[config.mk]
export PLATFORM = sky130hd
export DESIGN_NAME = bpa_ram
export DESIGN_NICKNAME = d
export VERILOG_FILES = /design/src/hdl/bpa_ram.sv
export SDC_FILE = /design/constraint.sdc
export NUM_CORES = 2
export LEC_CHECK = 0
export BUFFER_PORTS_ARGS = -buffer_cell sky130_fd_sc_hd__buf_4
export CAP_MARGIN = 20
export CORE_MARGIN = 4
export CORE_UTILIZATION = 33
export CTS_CLUSTER_SIZE = 8
export DETAILED_ROUTE_END_ITERATION = 8
export GPL_ROUTABILITY_DRIVEN = 0
export MAX_ROUTING_LAYER = met4
export PLACE_DENSITY_LB_ADDON = 0.25
export SLEW_MARGIN = 20
export SYNTH_ARGS = -nofsm -noshare
export SYNTH_HDL_FRONTEND = slang
export SYNTH_SLANG_ARGS = --single-unit
[constraint.sdc]
create_clock -name aclk -period 7.61 [get_ports aclk]
set_input_delay 0 -clock aclk [delete_from_list [all_inputs] [get_ports aclk]]
set_output_delay 0 -clock aclk [all_outputs]
set_load 0.01 [all_outputs]
[src/hdl/bpa_ram.sv]
module bpa_ram #(
    parameter int WIDTH = 8,
    parameter int DEPTH = 512
) (
    input  logic                                       aclk,
    input  logic                                       we,
    input  logic                                       re,
    input  logic [((DEPTH > 1) ? $clog2(DEPTH) : 1)-1:0] addr,
    input  logic [WIDTH-1:0]                           wdata,
    output logic [WIDTH-1:0]                           rdata
);

    logic [WIDTH-1:0] mem [DEPTH];
    logic [WIDTH-1:0] rdata_reg;

    always_ff @(posedge aclk) begin
        if (we) begin
            mem[addr] <= wdata;
        end
        if (re) begin
            rdata_reg <= mem[addr];
        end
    end

    assign rdata = rdata_reg;

endmodule

==> reports/summary.txt <==
First-pass GRT wire length: 654,500 um
Syn_nets: 7,595
Max-cap violations: 0
WP data arrival: 4.88 ns
Worst skew pair latency: 1.04 ns
Gate count of the mapped netlist: 7,575
Die W: 700.9 um
Final setup violation count: 0
Max reg flops: 4,096
Area contributors post-synth: edfxtp_1 78%, mux4_2 12%, mux2i_1 2.7%, nor2_1 1.3%, a22oi_1 0.85%
Post-synth EDFFs: 4,104
Final TNS setup: 0 ns
RSZ-0062 raised after global routing: false
Die area: 0.4913 sq mm
Worst-path clk slew: 0.05 ns
WL/cell: 32.63 um
Post_cts resized: 0
Synthesized cell area: 0.1584 sq mm
M3 GR Usage: 3.274%
DRC Markers: 0
Placeable core area: 0.4786 sq mm
Max_slew headroom: 15.79%
CP endpoint kind: flip-flop
DRT iter0 DRCs: 10,070
Status: finished clean
Initial antenna violation count: 35
Crit share post-route: 54.97%
Reg2reg path depth: 8
Vias in the first global route: 81,270
Area share of the largest cell type after synthesis: 77.78%
Num CTS Buffers: 585
Leak: 0.05610 uW
Flops & latches, synth: 4,104
Fraction of registers with async set or reset after synthesis: 0%
Max VDD drop: 0.1954 mV
Max-slew violation count: 0
DRT antenna net count: 0
Area growth from synthesis to layout: 15.13%
Crit. Startpoint: addr[0]
Fin area: 0.1824 sq mm
Number of placement rows: 254
Post-DP HPWL: 285,700 um
Hold Crit Start: wdata[2]
Top FF cell, synth: edfxtp_1
# hold bufs at CTS: 14
Initial core utilization: 33.10%
Yosys warnings: 0
Hold WC Path Type: in2reg
Post-synth cell types: 66
Most used routing layer: met2
M1 GR Usage: 26.47%
PortBufs: 27
Proportion of layout cells with a drive suffix above 1: 22.20%
Final clock skew: 0.04399 ns
All-layer global routing usage: 19.26%
Minimum clock period: 4.183 ns
Die height: 700.9 um
Layout net count: 7,927
Clock tree buffer depth: 4
H-tree depth: 6
Largest net degree at the start of global routing: 187
Power Density: 275.1 mW/mm^2
CP Max Fanout: 76
DR vias: 80,350
Seq/Total Area, Yosys: 77.78%
Setup Fix Bufs, Post-CTS: 0
Worst r2r src: mem[174][2]
WS Path Type: in2reg
Util after Layout: 38.11%
CTS sink cnt: 4,104
Grt ovf: 0
IO Count: 28
Worst hold path stage count: 2
Final hold violations: 0
CP required: 8.30 ns
Clock tree root buffer cell: clkbuf_16
Startpoint Class: input port
CTS tree: yes
Detailed Routing Iterations Pass 1: 7
Actual slew at the worst max-slew pin: 1.254 ns
Via-to-Cell Ratio: 5.583
Largest area contributor in the netlist: edfxtp_1
M2 GR Usage: 29.70%
Fmax: 239.0 MHz
Post-Route WL: 469,600 um
Average size of a mapped cell: 20.92 sq um
DP Area: 0.1664 sq mm
[stage by stage]
stage | power [uW] | cells | setup WS [ns] | hold slack [ns]
after global placement | 27500 | 13710 | 2.359 | 0.4055
after detailed placement | 27540 | 13710 | 2.325 | 0.4047
after CTS | 50570 | 14370 | 3.438 | 0.005583
final | 50180 | 14390 | 3.427 | 0.08312
after floorplan | 26430 | 7575 | 5.161 | 0.09887
after global routing | 51640 | 14380 | 3.340 | 0.04227
[cell type report]
class	count	area, sq um
antenna	21	52.55
clock buffer	597	14830
clock inverter	53	914.6
fill	43050	296200
inverter	4	20.02
multi-input combinational	2984	33090
sequential	4104	123200
tap	6400	8008
timing repair buffer	228	2252
[placed cells by master, fill, tap and decap left out, types with 24 or more instances in the layout]
master     instances
edfxtp_1        4104
mux4_2           816
clkbuf_16        592
nor2_1           534
mux2i_1          433
a22oi_1          180
buf_4            168
nand2_1          124
o22ai_1          118
a221oi_1          91
a21oi_1           76
a31oi_1           73
a22o_1            47
nand4_1           47
o21ai_0           45
nand3_1           39
a211oi_1          35
nor4_1            33
buf_12            33
a32oi_1           26
and3_1            24
[per-layer routing]
layer	part of all wire [%]	up-vias
li1	-	32270
met1	42	43640
met2	47	3732
met3	8.0	710
met4	3.0	0
met5	0	-
[final timing paths]
path / end / slack [ns]
max reg2reg: rdata[2] / 3.68
max: rdata[2] / 3.43
min reg2reg: rdata[1] / 0.92
min: mem[14][2] / 0.08
[report_power, final]
group          internal, uW  switching [uW]  total [uW]
registers             25000            20.1       25000
logic                   651            1470        2120
clock network         13800            9300       23100
total                 39400           10800       50200
[cells in the mapped netlist, drive strengths merged (76+ instances only)]
master and count:
edfxtp 4104, mux4 816, nor2 548, mux2i 434, buf 286, clkbuf 197, a22oi 181, nand2 130
o22ai 118, a221oi 92, a21oi 77, a31oi 76
[worst max-delay path, stage by stage]
cell and delay, ns:
buf_12 0.46, buf_12 0.44, nor2b_4 0.60, buf_4 0.70, a221oi_1 0.28, a22oi_1 0.24
a31oi_1 0.21, or4_1 0.62, nor3_1 0.68, buf_4 0.24, nand4_1 0.10
[cell families (layout without fill, tap and decap cells)]
| family | after synthesis | in the layout | synth area share (%) |
|---|---|---|---|
| flip-flops | 4104 | 4104 | 77.78 |
| multiplexers | 1268 | 1268 | 14.47 |
| AND/OR/NAND/NOR | 958 | 958 | 2.735 |
| AO/OA/AOI/OAI | 758 | 758 | 3.424 |
| buffers and inverters | 487 | 882 | 1.590 |
| other | 0 | 21 | 0 |
No activity file was read; power rests on OpenSTA's default activity.
