$ cat src/hdl/bpa_pkg.sv
package bpa_pkg;

    // Default number of pages the bitmap holds.
    localparam int MAX_PAGES_DEF = 4096;

    // The bitmap is kept as words of eight page bits.
    localparam int WORD_BITS = 8;
    localparam int BIT_W     = 3;

    // Page counts, cursor and scan index share one width; run ends of a free can reach
    // start_page + page_count and need one bit more.
    localparam int CNT_W     = 13;
    localparam int PG_W      = 14;
    localparam int OUT_PG_W  = 12;

    localparam logic [CNT_W-1:0] TOTAL_PAGES_RESET = 13'd4096;

    localparam logic REQ_ALLOC = 1'b0;
    localparam logic REQ_FREE  = 1'b1;

    typedef enum logic [2:0] {
        ST_INIT,
        ST_IDLE,
        ST_SCAN_RD,
        ST_SCAN_BIT,
        ST_MARK_RD,
        ST_MARK_WR,
        ST_DONE
    } state_t;

    typedef struct packed {
        logic                alloc_ok;
        logic [OUT_PG_W-1:0] first_page;
    } result_t;

endpackage

$ cat src/hdl/bpa_engine.sv
module bpa_engine #(
    parameter int MAX_PAGES = bpa_pkg::MAX_PAGES_DEF,
    parameter int DEPTH     = 512,
    parameter int ADDR_W    = 9
) (
    input  logic                          aclk,
    input  logic                          aresetn,
    input  logic                          in_valid,
    output logic                          in_ready,
    input  logic                          req_type,
    input  logic [bpa_pkg::CNT_W-1:0]     page_count,
    input  logic [bpa_pkg::OUT_PG_W-1:0]  start_page,
    input  logic [bpa_pkg::CNT_W-1:0]     total_pages,
    output logic                          res_valid,
    input  logic                          res_ready,
    output bpa_pkg::result_t              result,
    output logic                          mem_re,
    output logic                          mem_we,
    output logic [ADDR_W-1:0]             mem_addr,
    output logic [bpa_pkg::WORD_BITS-1:0] mem_wdata,
    input  logic [bpa_pkg::WORD_BITS-1:0] mem_rdata
);

    localparam int CW = bpa_pkg::CNT_W;
    localparam int PW = bpa_pkg::PG_W;
    localparam int BW = bpa_pkg::BIT_W;
    localparam int WB = bpa_pkg::WORD_BITS;
    localparam int WI = PW - BW;
    localparam int OW = bpa_pkg::OUT_PG_W;

    bpa_pkg::state_t state_reg, state_next;

    logic [ADDR_W-1:0] init_reg;
    logic [CW-1:0]     cursor_reg;
    logic [CW-1:0]     idx_reg;
    logic [CW-1:0]     run_reg;
    logic [CW-1:0]     cnt_reg;
    logic [CW-1:0]     limit_reg;
    logic [CW-1:0]     lim_reg;
    logic              pass2_reg;
    logic              set_reg;
    logic [PW-1:0]     lo_reg;
    logic [PW-1:0]     hi_reg;
    logic [WI-1:0]     wrd_reg;
    logic [WI-1:0]     last_reg;
    logic              res_ok_reg;
    logic [OW-1:0]     res_first_reg;

    logic [CW-1:0] lim_in;
    logic [PW-1:0] free_lo;
    logic [PW-1:0] free_hi_raw;
    logic [PW-1:0] free_hi;
    logic          free_empty;
    logic          in_range;
    logic          free_bit;
    logic [CW-1:0] run_inc;
    logic [CW-1:0] idx_inc;
    logic [CW-1:0] run_start;
    logic [CW-1:0] wrap_lim;
    logic          hit;
    logic [WB-1:0] mark_mask;
    logic [PW-1:0] page_of_bit [WB];

    // Search limit and the clipped extent of a free request.
    always_comb begin
        if (32'(total_pages) < MAX_PAGES) begin
            lim_in = total_pages;
        end else begin
            lim_in = CW'(MAX_PAGES);
        end
        free_lo     = PW'(start_page);
        free_hi_raw = PW'(start_page) + PW'(page_count);
        if (32'(free_hi_raw) > MAX_PAGES) begin
            free_hi = PW'(MAX_PAGES);
        end else begin
            free_hi = free_hi_raw;
        end
        free_empty = (free_lo >= free_hi);
    end

    // One page of the search is examined per cycle.
    always_comb begin
        in_range  = (idx_reg < limit_reg);
        free_bit  = (32'(idx_reg) < MAX_PAGES) && !mem_rdata[idx_reg[BW-1:0]];
        run_inc   = run_reg + 1'b1;
        idx_inc   = idx_reg + 1'b1;
        run_start = idx_inc - cnt_reg;
        hit       = in_range && free_bit && (run_inc == cnt_reg);
        wrap_lim  = (cursor_reg < lim_reg) ? cursor_reg : lim_reg;
    end

    // Bits of the current word that fall inside the run being marked or freed.
    always_comb begin
        for (int b = 0; b < WB; b++) begin
            page_of_bit[b] = {wrd_reg, BW'(b)};
            mark_mask[b]   = (page_of_bit[b] >= lo_reg) && (page_of_bit[b] < hi_reg);
        end
    end

    always_comb begin
        state_next = state_reg;
        case (state_reg)
            bpa_pkg::ST_INIT: begin
                if (init_reg == ADDR_W'(DEPTH - 1)) begin
                    state_next = bpa_pkg::ST_IDLE;
                end
            end
            bpa_pkg::ST_IDLE: begin
                if (in_valid) begin
                    if (req_type == bpa_pkg::REQ_FREE) begin
                        state_next = free_empty ? bpa_pkg::ST_DONE : bpa_pkg::ST_MARK_RD;
                    end else begin
                        state_next = (page_count == '0) ? bpa_pkg::ST_DONE
                                                        : bpa_pkg::ST_SCAN_RD;
                    end
                end
            end
            bpa_pkg::ST_SCAN_RD: begin
                state_next = bpa_pkg::ST_SCAN_BIT;
            end
            bpa_pkg::ST_SCAN_BIT: begin
                if (!in_range) begin
                    state_next = pass2_reg ? bpa_pkg::ST_DONE : bpa_pkg::ST_SCAN_RD;
                end else if (hit) begin
                    state_next = bpa_pkg::ST_MARK_RD;
                end
            end
            bpa_pkg::ST_MARK_RD: begin
                state_next = bpa_pkg::ST_MARK_WR;
            end
            bpa_pkg::ST_MARK_WR: begin
                state_next = (wrd_reg == last_reg) ? bpa_pkg::ST_DONE : bpa_pkg::ST_MARK_RD;
            end
            bpa_pkg::ST_DONE: begin
                if (res_ready) begin
                    state_next = bpa_pkg::ST_IDLE;
                end
            end
            default: begin
                state_next = bpa_pkg::ST_IDLE;
            end
        endcase
    end

    always_comb begin
        in_ready  = 1'b0;
        res_valid = 1'b0;
        mem_re    = 1'b0;
        mem_we    = 1'b0;
        mem_addr  = '0;
        mem_wdata = '0;
        case (state_reg)
            bpa_pkg::ST_INIT: begin
                mem_we    = 1'b1;
                mem_addr  = init_reg;
                mem_wdata = '1;
            end
            bpa_pkg::ST_IDLE: begin
                in_ready = 1'b1;
            end
            bpa_pkg::ST_SCAN_RD: begin
                mem_re   = 1'b1;
                mem_addr = ADDR_W'(idx_reg >> BW);
            end
            bpa_pkg::ST_SCAN_BIT: begin
                // Fetch the next word while the last bit of this one is examined.
                if (in_range && !hit && (idx_reg[BW-1:0] == '1)) begin
                    mem_re   = 1'b1;
                    mem_addr = ADDR_W'(idx_inc >> BW);
                end
            end
            bpa_pkg::ST_MARK_RD: begin
                mem_re   = 1'b1;
                mem_addr = ADDR_W'(wrd_reg);
            end
            bpa_pkg::ST_MARK_WR: begin
                mem_we    = 1'b1;
                mem_addr  = ADDR_W'(wrd_reg);
                mem_wdata = set_reg ? (mem_rdata | mark_mask) : (mem_rdata & ~mark_mask);
            end
            bpa_pkg::ST_DONE: begin
                res_valid = 1'b1;
            end
            default: begin
                in_ready = 1'b0;
            end
        endcase
    end

    always_ff @(posedge aclk) begin
        if (!aresetn) begin
            state_reg  <= bpa_pkg::ST_INIT;
            init_reg   <= '0;
            cursor_reg <= '0;
        end else begin
            state_reg <= state_next;
            case (state_reg)
                bpa_pkg::ST_INIT: begin
                    init_reg <= init_reg + 1'b1;
                end
                bpa_pkg::ST_IDLE: begin
                    if (in_valid) begin
                        cnt_reg       <= page_count;
                        res_first_reg <= '0;
                        if (req_type == bpa_pkg::REQ_FREE) begin
                            set_reg    <= 1'b0;
                            res_ok_reg <= 1'b1;
                            lo_reg     <= free_lo;
                            hi_reg     <= free_hi;
                            wrd_reg    <= WI'(free_lo >> BW);
                            last_reg   <= WI'((free_hi - 1'b1) >> BW);
                        end else begin
                            res_ok_reg <= 1'b0;
                            idx_reg    <= cursor_reg;
                            run_reg    <= '0;
                            limit_reg  <= lim_in;
                            lim_reg    <= lim_in;
                            pass2_reg  <= 1'b0;
                        end
                    end
                end
                bpa_pkg::ST_SCAN_BIT: begin
                    if (!in_range) begin
                        // The first pass failed: wrap around to page 0.
                        pass2_reg <= 1'b1;
                        idx_reg   <= '0;
                        run_reg   <= '0;
                        limit_reg <= wrap_lim;
                    end else if (hit) begin
                        cursor_reg    <= idx_inc;
                        res_ok_reg    <= 1'b1;
                        res_first_reg <= run_start[OW-1:0];
                        set_reg       <= 1'b1;
                        lo_reg        <= PW'(run_start);
                        hi_reg        <= PW'(idx_inc);
                        wrd_reg       <= WI'(run_start >> BW);
                        last_reg      <= WI'(idx_reg >> BW);
                    end else begin
                        run_reg <= free_bit ? run_inc : '0;
                        idx_reg <= idx_inc;
                    end
                end
                bpa_pkg::ST_MARK_WR: begin
                    wrd_reg <= wrd_reg + 1'b1;
                end
                default: begin
                    init_reg <= init_reg;
                end
            endcase
        end
    end

    assign result.alloc_ok   = res_ok_reg;
    assign result.first_page = res_first_reg;

endmodule

$ cat config.mk
export PLATFORM = sky130hd
export DESIGN_NAME = bpa_engine
export DESIGN_NICKNAME = d
export VERILOG_FILES = /design/src/hdl/bpa_pkg.sv /design/src/hdl/bpa_engine.sv
export SDC_FILE = /design/constraint.sdc
export NUM_CORES = 1
export LEC_CHECK = 0
export BUFFER_PORTS_ARGS = -buffer_cell sky130_fd_sc_hd__buf_2
export CELL_PAD_IN_SITES_DETAIL_PLACEMENT = 0
export CELL_PAD_IN_SITES_GLOBAL_PLACEMENT = 1
export CORE_MARGIN = 1.5
export CORE_UTILIZATION = 30
export CTS_BUF_LIST = sky130_fd_sc_hd__clkbuf_4
export DETAILED_ROUTE_END_ITERATION = 16
export PLACE_DENSITY_LB_ADDON = 0.1
export SYNTH_ARGS = -nofsm -noshare
export SYNTH_HDL_FRONTEND = slang
export SYNTH_SLANG_ARGS = --single-unit
$ cat constraint.sdc
create_clock -name aclk -period 5.6 [get_ports aclk]
set_input_delay 1.12 -clock aclk [delete_from_list [all_inputs] [get_ports aclk]]
set_output_delay 1.12 -clock aclk [all_outputs]
set_load 0.02 [all_outputs]
==> results.py, run 1 <==
metrics = {
    "power": {
        "powerDensity_nw_per_um2": 186,
        "peakVddDrop_uv": 93.0,
        "p_leak_uw": 0.00528,
    },
    "timing": {
        "setup_tns_ns": 0,
        "fin_skew_ns": 0.0239,
        "final_max_slew_viol_count": 0,
        "timing.final.crit_share_pct": 92.8,
        "worst-slew-pin-transition_ns": 0.908,
        "fmax_ghz": 0.192,
        "rsz0062_at_grt": "false",
        "layout_min_cycle_time_ns": 5.20,
        "setup_viol": 0,
        "slew_headroom_pct": 39.2,
        "final-hold-violation-count": 0,
        "holdWs_ns": 0.520,
    },
    "global_route": {
        "antenna_found_initial": 1,
        "grt_pass1_wl_um": 55500,
        "track_usage_pct": 19.9,
        "overflow": 0,
        "grt_pass1_vias": 8560,
        "grt_max_degree": 73,
    },
    "critical_path": {
        "cp.required_ns": 4.48,
        "cp_data_arrival_time_ns": 4.08,
        "critPathLaunch": "run_reg[0]$_SDFFCE_PP0P_",
        "r2r_slack_ns": 1.43,
        "r2r_cells": 11,
        "path_class": "flop to primary output",
        "reg2reg_to": "wrd_reg[8]$_DFFE_PP_",
        "cp-start-kind": "flop",
        "endpoint": "mem_addr[5]",
        "worstPathMaxFanout": 10,
        "r2r_start": "idx_reg[3]$_DFFE_PP_",
        "cp-end-kind": "primary output",
    },
    "synthesis": {
        "yosysSeqAreaShare_pct": 40.3,
        "syn_nets": 1275,
        "synth_edf_count": 129,
        "syn_inst": 1134,
        "synth.cell_area_um2": 10900,
        "avgSynthCellArea_um2": 9.58,
        "synth_warnings": 0,
        "synth_cell_types": 75,
        "synthArstFlopShare_pct": 0,
        "ys.flop_type": "edfxtp_1",
        "synth_seq_cells": 154,
    },
    "clock_network": {
        "post_cts_buffers": 0,
        "insertion_delay_ns": 0.61,
        "h-tree-depth": 4,
        "cts_root_buf": "clkbuf_4",
        "cts-hold-fix-buffers": 0,
        "numCtsBuffers": 17,
        "clkSinkCount": 154,
        "tritoncts": "yes",
        "clock_path_buffers": 2,
        "clkTransAtPathRegs_ns": 0.15,
        "ctsResizeCount": 0,
    },
    "layout": {
        "area_growth_pct": 12.4,
        "final_cell_mix": "edfxtp_1, nand2_1, ha_1, buf_2, nor2_1",
        "seq_area_um2": 4370,
        "postLayoutCoreUtil_pct": 34.3,
        "largest_register_ffs": 14,
        "final_common_cell": "edfxtp_1",
        "multi_input_area_um2": 6020,
        "layout-drive-gt1-share_pct": 13.4,
        "final_nets": 1364,
        "fill_cells": 3765,
    },
    "die": {
        "io_pins": 85,
        "die-area_um2": 37400,
        "die_w_um": 193,
        "core_um2": 35600,
        "die_h_um": 193,
        "rows": 69,
        "initial_core_util_pct": 30.5,
    },
    "worst_hold_path": {
        "hp-class": "flop to flop",
    },
    "routing": {
        "avgViaCountPerCell": 5.15,
        "drt_pass1_iterations": 7,
        "avgRoutedWirePerCell_um": 21.9,
        "drtAntennaViolNets": 0,
        "drt-initial-drc-count": 534,
        "vias": 8743,
        "drt_wl_total_um": 37200,
        "drc": 0,
    },
    "flow_run": {
        "max-cap-violations": 0,
    },
    "placement": {
        "dp_hpwl_um": 29600,
        "globalplace.congestion": 0.857,
        "portBuffers": 84,
    },
    "outcome": {
        "status": "finished, final reports clean",
    },
}
## synthesized netlist by cell type (9+ instances only)
cell	count	area [um2]
a211oi_1	11	82.6
a21o_1	28	210
a21oi_1	43	215
a221o_1	10	100
and3_1	22	138
clkbuf_1	38	143
dfxtp_1	25	500
edfxtp_1	129	3870
ha_1	88	1100
inv_1	78	293
mux2i_1	44	440
nand2_1	111	417
nand2b_1	11	68.8
nand3_1	38	190
nand4_1	13	81.3
nor2_1	81	304
nor2b_1	37	231
nor3_1	22	110
o211ai_1	15	113
o21ai_0	78	390
o31ai_1	9	67.6
xnor2_1	51	447
xor2_1	23	201
## critical path, stage by stage, from the launching register on
cell	delay, ns
edfxtp_1	0.53
ha_1	0.32
xnor2_1	0.25
xnor2_1	0.15
o311ai_0	0.15
or4b_1	0.52
a2111o_1	0.54
nor3b_1	0.23
and2_4	0.23
a221o_1	0.35
buf_2	0.18
## kinds of logic after synthesis
| kind of cell | Yosys count | synth area share, % |
|---|---|---|
| compound gates | 255 | 15.6 |
| other cells | 1 | 0.0345 |
| simple gates | 385 | 17.8 |
| flops | 154 | 40.3 |
| buf+inv | 125 | 4.50 |
| xor+xnor | 78 | 6.79 |
| fa+ha+maj | 90 | 10.5 |
| mux | 46 | 4.47 |
## power breakdown
| part | internal [uW] | switching [uW] | total, uW |
|---|---|---|---|
| registers | 1240 | 3.26 | 1240 |
| logic | 120 | 183 | 303 |
| clock network | 272 | 458 | 730 |
## worst min path at each step
stage	start	end	slack (ns)	cells past startpoint
5_1_grt	init_reg[8]$_SDFFE_PN0N_	init_reg[8]$_SDFFE_PN0N_	0.54	2
3_3_place_gp	init_reg[8]$_SDFFE_PN0N_	init_reg[8]$_SDFFE_PN0N_	0.51	2
6_report	init_reg[8]$_SDFFE_PN0N_	init_reg[8]$_SDFFE_PN0N_	0.52	2
4_1_cts	init_reg[8]$_SDFFE_PN0N_	init_reg[8]$_SDFFE_PN0N_	0.53	2
2_1_floorplan	init_reg[8]$_SDFFE_PN0N_	init_reg[8]$_SDFFE_PN0N_	0.46	2
3_5_place_dp	init_reg[8]$_SDFFE_PN0N_	init_reg[8]$_SDFFE_PN0N_	0.52	2
## routing by layer
| layer | GRT usage [%] | share of wire (%) | vias to the layer above |
|---|---|---|---|
| met5 | 0 | 0 | - |
| met4 | 7.12 | 3.0 | 0 |
| met3 | 2.68 | 3.2 | 43 |
| met2 | 32.2 | 46 | 184 |
| met1 | 27.2 | 47 | 4201 |
| li1 | - | - | 4315 |
## metrics by stage
| stage | worst slack (ns) | total power (uW) | area [um2] | instances |
|---|---|---|---|---|
| after global placement | 0.287 | 1570 | 11900 | 1663 |
| after CTS | 0.189 | 2300 | 12200 | 1695 |
| after floorplan | 0.538 | 1450 | 10900 | 1134 |
| after global routing | 0.188 | 2370 | 12200 | 1698 |
| after detailed placement | 0.235 | 1570 | 11900 | 1663 |
| final | 0.405 | 2280 | 12200 | 1698 |
## final cells by class
cell class	count	area share, %
multi-input combinational	855	49.3
antenna	1	0.0205
clock buffer	18	1.11
inverter	78	2.40
clock inverter	14	1.22
sequential	154	35.8
tap	461	4.72
timing repair buffer	117	5.47
No activity file was read; power rests on OpenSTA's default activity.
==> run 2, diff against run 1 <==
CORE_ASPECT_RATIO = 0.75   (was not set)
==> run 2 against run 1 <==
  * First-iteration DRC count is 4.1% higher
  * Setup slack got worse by 0.068 ns
  * Clock skew grew 0.00085 ns
  * Fmax down 1.3%
  * Hold slack better by 0.013 ns
  * Global-route usage rose by 0.47 points
  * Cell area about the same
  * Register-to-register slack worse by 0.25 ns
  * Clock power decreased by 4.0%
  * Count of clock-buffer cells in the layout rose by 2
  * Sequential share of layout area about the same
  * Critical path depth is the same
==> results.py, run 2 (synthesis gave the netlist of run 1 again) <==
metrics = {
    "layout": {
        "final_cell_mix": "edfxtp_1, nand2_1, ha_1, buf_2, nor2_1",
        "fin_cells": 1705,
        "largest_register_ffs": 14,
        "final_nets": 1366,
        "final_common_cell": "edfxtp_1",
        "fill_cells": 3764,
        "postLayoutCoreUtil_pct": 34.2,
        "fin_area_um2": 12200,
        "layout-drive-gt1-share_pct": 13.6,
        "area_growth_pct": 12.5,
    },
    "clock_network": {
        "ctsResizeCount": 0,
        "clkSinkCount": 154,
        "clock_path_buffers": 2,
        "cts_root_buf": "clkbuf_4",
        "insertion_delay_ns": 0.62,
        "clkTransAtPathRegs_ns": 0.14,
        "numCtsBuffers": 17,
        "h-tree-depth": 4,
        "tritoncts": "yes",
    },
    "timing": {
        "setup_viol": 0,
        "fmax_ghz": 0.190,
        "rsz0062_at_grt": "false",
        "setup_tns_ns": 0,
        "final-hold-violation-count": 0,
        "fin_skew_ns": 0.0247,
        "worst-slew-pin-transition_ns": 1.15,
        "holdWs_ns": 0.533,
        "timing.final.crit_share_pct": 94.0,
        "final_max_slew_viol_count": 0,
        "slew_headroom_pct": 23.6,
        "layout_min_cycle_time_ns": 5.26,
    },
    "routing": {
        "avgRoutedWirePerCell_um": 22.1,
        "drc": 0,
        "drt_wl_total_um": 37700,
        "drt-initial-drc-count": 556,
        "drt_pass1_iterations": 5,
        "vias": 8794,
        "drtAntennaViolNets": 0,
        "avgViaCountPerCell": 5.16,
    },
    "placement": {
        "dp_hpwl_um": 29700,
        "dpl-instance-area_um2": 11900,
        "portBuffers": 84,
        "dp.cells": 1669,
        "globalplace.congestion": 0.874,
    },
    "die": {
        "die_w_um": 223,
        "die-area_um2": 37400,
        "initial_core_util_pct": 30.4,
        "io_pins": 85,
        "rows": 60,
        "die_h_um": 168,
        "core_um2": 35700,
    },
    "power": {
        "powerDensity_nw_per_um2": 185,
        "peakVddDrop_uv": 113,
        "p_leak_uw": 0.00529,
    },
    "critical_path": {
        "r2r_slack_ns": 1.18,
        "cp-start-kind": "flop",
        "cp-end-kind": "primary output",
        "cp_data_arrival_time_ns": 4.14,
        "worstPathMaxFanout": 10,
        "slowest_stage": "a2111o_1",
        "r2r_start": "idx_reg[0]$_DFFE_PP_",
        "reg2reg_to": "wrd_reg[8]$_DFFE_PP_",
        "path_common_cell": "xnor2_1",
        "r2r_cells": 11,
        "path_class": "flop to primary output",
        "cpPeakStageDelay_ns": 0.55,
        "cp.required_ns": 4.48,
        "crit_chain": "ha_1 > xnor2_1 > xnor2_1 > o311ai_0 > or4b_1 > a2111o_1 > nor3b_1 > and2_4 > a221o_1 > buf_2",
    },
    "worst_hold_path": {
        "holdPathStages": 2,
        "min_from": "init_reg[8]$_SDFFE_PN0N_",
        "hp-class": "flop to flop",
        "holdPathEnd": "init_reg[8]$_SDFFE_PN0N_",
    },
    "global_route": {
        "track_usage_pct": 20.4,
        "grt_pass1_wl_um": 55800,
        "grt_pass1_vias": 8448,
        "overflow": 0,
        "antenna_found_initial": 2,
        "grt_max_degree": 61,
    },
    "outcome": {
        "status": "finished, final reports clean",
    },
    "flow_run": {
        "max-cap-violations": 0,
    },
}
[run 2: changes by cell type in the layout (fill, tap and decap cells not counted), sizes merged]
cell	change
clkbuf	+2
clkinvlp	-2
clkinv	+1
bufinv	-1
diode	+1
buf	+2
[run 2: area by class of cell]
class | instances | area [um2] | area share (%)
multi-input combinational | 855 | 6020 | 49.2
antenna | 2 | 5.00 | 0.0410
inverter | 78 | 293 | 2.40
timing repair buffer | 119 | 683 | 5.59
clock inverter | 12 | 116 | 0.952
tap | 465 | 582 | 4.76
sequential | 154 | 4370 | 35.8
clock buffer | 20 | 150 | 1.23
[run 2: how the worst max path moves through the flow]
stage | from | end | slack [ns] | cells past startpoint
floorplan | mem_rdata[3] | hi_reg[0]$_DFFE_PP_ | 0.54 | 8
global placement | page_count[1] | state_reg[1]$_SDFFE_PN0P_ | 0.21 | 18
detailed placement | page_count[1] | state_reg[1]$_SDFFE_PN0P_ | 0.15 | 18
CTS | idx_reg[0]$_DFFE_PP_ | mem_addr[8] | 0.1 | 10
global route | run_reg[0]$_SDFFCE_PP0P_ | mem_addr[8] | 0.04 | 10
finish | run_reg[0]$_SDFFCE_PP0P_ | mem_addr[8] | 0.34 | 10
[run 2: timing repair]
item                       in CTS  in global routing
setup endpoints to repair       0                  9
hold buffers                    0                  0
buffers inserted                0                  2
[run 2: metal layers]
metal	routed length, um	track usage, %
met5	0	0
met4	572	4.91
met3	1720	3.91
met2	16100	30.4
met1	19300	30.2
[run 2: worst max-delay path, delay by kind of cell, from the launching register on]
family / cells / cell delay (ns)
AND/OR/NAND/NOR: 3 / 1.04
buffers and inverters: 1 / 0.17
AO/OA/AOI/OAI: 3 / 1.04
adder cells (fa/ha/maj): 1 / 0.32
XOR/XNOR: 2 / 0.44
flip-flops: 1 / 0.52
[run 2: through the flow]
stage / total power [uW] / setup slack [ns]
floorplan: 1450 / 0.538
global placement: 1580 / 0.207
detailed placement: 1580 / 0.152
CTS: 2280 / 0.0979
global route: 2360 / 0.0385
finish: 2260 / 0.337
[run 2: report_power, final]
group	internal, uW	total (uW)	switching (uW)
sequential	1240	1240	3.50
clock	240	701	461
combinational	119	314	194
==> run 3, diff against run 2 <==
GPL_TIMING_DRIVEN = 0   (was not set)
MAX_ROUTING_LAYER = met4   (was not set)
==> run 3 against run 2 <==
  * Non-clock buffer count up 19
  * Setup slack worse by 0.11 ns
  * Fmax down 2.0%
  * Clock power up 2%
  * Routed wire length up 1.8%
  * Sequential power about the same
==> results.py, run 3 (synthesis gave the netlist of run 1 again) <==
metrics = {
    "placement": {
        "dpl-instance-area_um2": 11900,
        "portBuffers": 84,
        "globalplace.congestion": 0.853,
        "dp_hpwl_um": 30800,
    },
    "timing": {
        "final_max_slew_viol_count": 0,
        "rsz0062_at_grt": "false",
        "setup_viol": 0,
        "worst-slew-pin-transition_ns": 1.07,
        "slew_headroom_pct": 28.7,
        "fin_skew_ns": 0.0207,
        "fmax_ghz": 0.186,
        "holdWs_ns": 0.536,
        "setup_tns_ns": 0,
        "final-hold-violation-count": 0,
        "layout_min_cycle_time_ns": 5.37,
        "timing.final.crit_share_pct": 95.9,
    },
    "power": {
        "peakVddDrop_uv": 78.2,
        "p_leak_uw": 0.00524,
        "powerDensity_nw_per_um2": 184,
    },
    "layout": {
        "layout-drive-gt1-share_pct": 12.6,
        "area_growth_pct": 13.0,
        "postLayoutCoreUtil_pct": 34.4,
        "final_nets": 1385,
        "final_common_cell": "edfxtp_1",
        "fin_area_um2": 12300,
        "largest_register_ffs": 14,
        "final_cell_mix": "edfxtp_1, nand2_1, buf_2, ha_1, nor2_1",
    },
    "clock_network": {
        "cts-hold-fix-buffers": 0,
        "clkTransAtPathRegs_ns": 0.17,
        "clock_path_buffers": 2,
        "tritoncts": "yes",
        "insertion_delay_ns": 0.63,
        "clkSinkCount": 154,
        "h-tree-depth": 4,
        "numCtsBuffers": 17,
        "cts_root_buf": "clkbuf_4",
    },
    "global_route": {
        "antenna_found_initial": 1,
        "grt_max_degree": 26,
        "overflow": 0,
        "grt_pass1_wl_um": 56600,
        "track_usage_pct": 21.5,
        "grt_pass1_vias": 8519,
    },
    "critical_path": {
        "crit_chain": "buf_2 > mux4_2 > nor2b_1 > a211oi_4 > buf_4 > nand4_1 > a2111o_2 > nor3b_1 > and2_4 > buf_6 > a221o_1 > buf_2",
        "cp-end-kind": "primary output",
        "cp.required_ns": 4.48,
        "worstPathMaxFanout": 10,
        "path_common_cell": "buf_2",
        "cpPeakStageDelay_ns": 0.60,
        "slowest_stage": "mux4_2",
        "path_class": "flop to primary output",
        "cp-start-kind": "flop",
        "cp_data_arrival_time_ns": 4.25,
    },
    "routing": {
        "drt-initial-drc-count": 621,
        "drc": 0,
        "avgRoutedWirePerCell_um": 22.3,
        "vias": 8965,
        "drtAntennaViolNets": 0,
        "drt_pass1_iterations": 6,
        "avgViaCountPerCell": 5.20,
        "drt_wl_total_um": 38400,
    },
    "flow_run": {
        "max-cap-violations": 0,
    },
    "die": {
        "rows": 60,
        "die-area_um2": 37400,
        "die_h_um": 168,
        "initial_core_util_pct": 30.4,
        "io_pins": 85,
        "die_w_um": 223,
        "core_um2": 35700,
    },
    "worst_hold_path": {
        "hp-class": "flop to flop",
    },
    "outcome": {
        "status": "finished, final reports clean",
    },
}
## run 3: changes by cell type in the layout (fill, tap and decap cells not counted), sizes merged
cell,delta
bufinv,-1
buf,-17
clkbuf,+33
clkinv,-4
inv,+8
## run 3: worst paths after layout
check                           startpoint                        to  cells after the start  slack [ns]
hold reg to reg   init_reg[8]$_SDFFE_PN0N_  init_reg[8]$_SDFFE_PN0N_                      2        0.54
hold / removal    init_reg[8]$_SDFFE_PN0N_  init_reg[8]$_SDFFE_PN0N_                      2        0.54
setup reg to reg      idx_reg[1]$_DFFE_PP_      wrd_reg[8]$_DFFE_PP_                     10        1.46
setup / recovery      idx_reg[0]$_DFFE_PP_               mem_addr[8]                     12        0.23
## run 3: worst max-delay path, delay by kind of cell, from the launching register on
family / cells / cell delay (ns)
AO/OA/AOI/OAI: 3 / 1.08
buffers and inverters: 4 / 0.76
AND/OR/NAND/NOR: 4 / 0.72
multiplexers: 1 / 0.60
flip-flops: 1 / 0.43
## run 3: layer usage
metal | track usage [%] | up-vias | share of wire (%)
met3 | 4.14 | 37 | 5.9
met4 | 4.76 | 0 | 1.4
li1 | - | 4359 | -
met1 | 30.7 | 4348 | 50
met5 | - | - | 0
met2 | 31.3 | 221 | 43
## run 3: through the flow
stage | setup WS, ns | power [uW] | cells
floorplan | 0.538 | 1450 | 1134
global placement | -1.81 | 1560 | 1683
detailed placement | -0.973 | 1560 | 1685
CTS | 0.0311 | 2280 | 1719
global route | 0.00816 | 2350 | 1723
finish | 0.232 | 2250 | 1724
## run 3: final cells by class
cell class,count,area (um2)
Fill cell,3739,23500
Multi-Input combinational cell,855,6050
Sequential cell,154,4370
Tap cell,465,582
Timing Repair Buffer,92,500
Inverter,78,293
Buffer,46,194
Clock inverter,15,148
Clock buffer,17,128
Antenna cell,2,5.00
## run 3: where the power goes
| group | internal [uW] | switching [uW] |
|---|---|---|
| clock | 202 | 510 |
| combinational | 114 | 184 |
| sequential | 1240 | 3.19 |
## run 3: timing repair
action	CTS	global route
setup endpoints to repair	11	11
hold endpoints to repair	0	0
gates cloned	0	0
pin swaps	1	4
gates resized for setup	3	6
buffers inserted	2	4
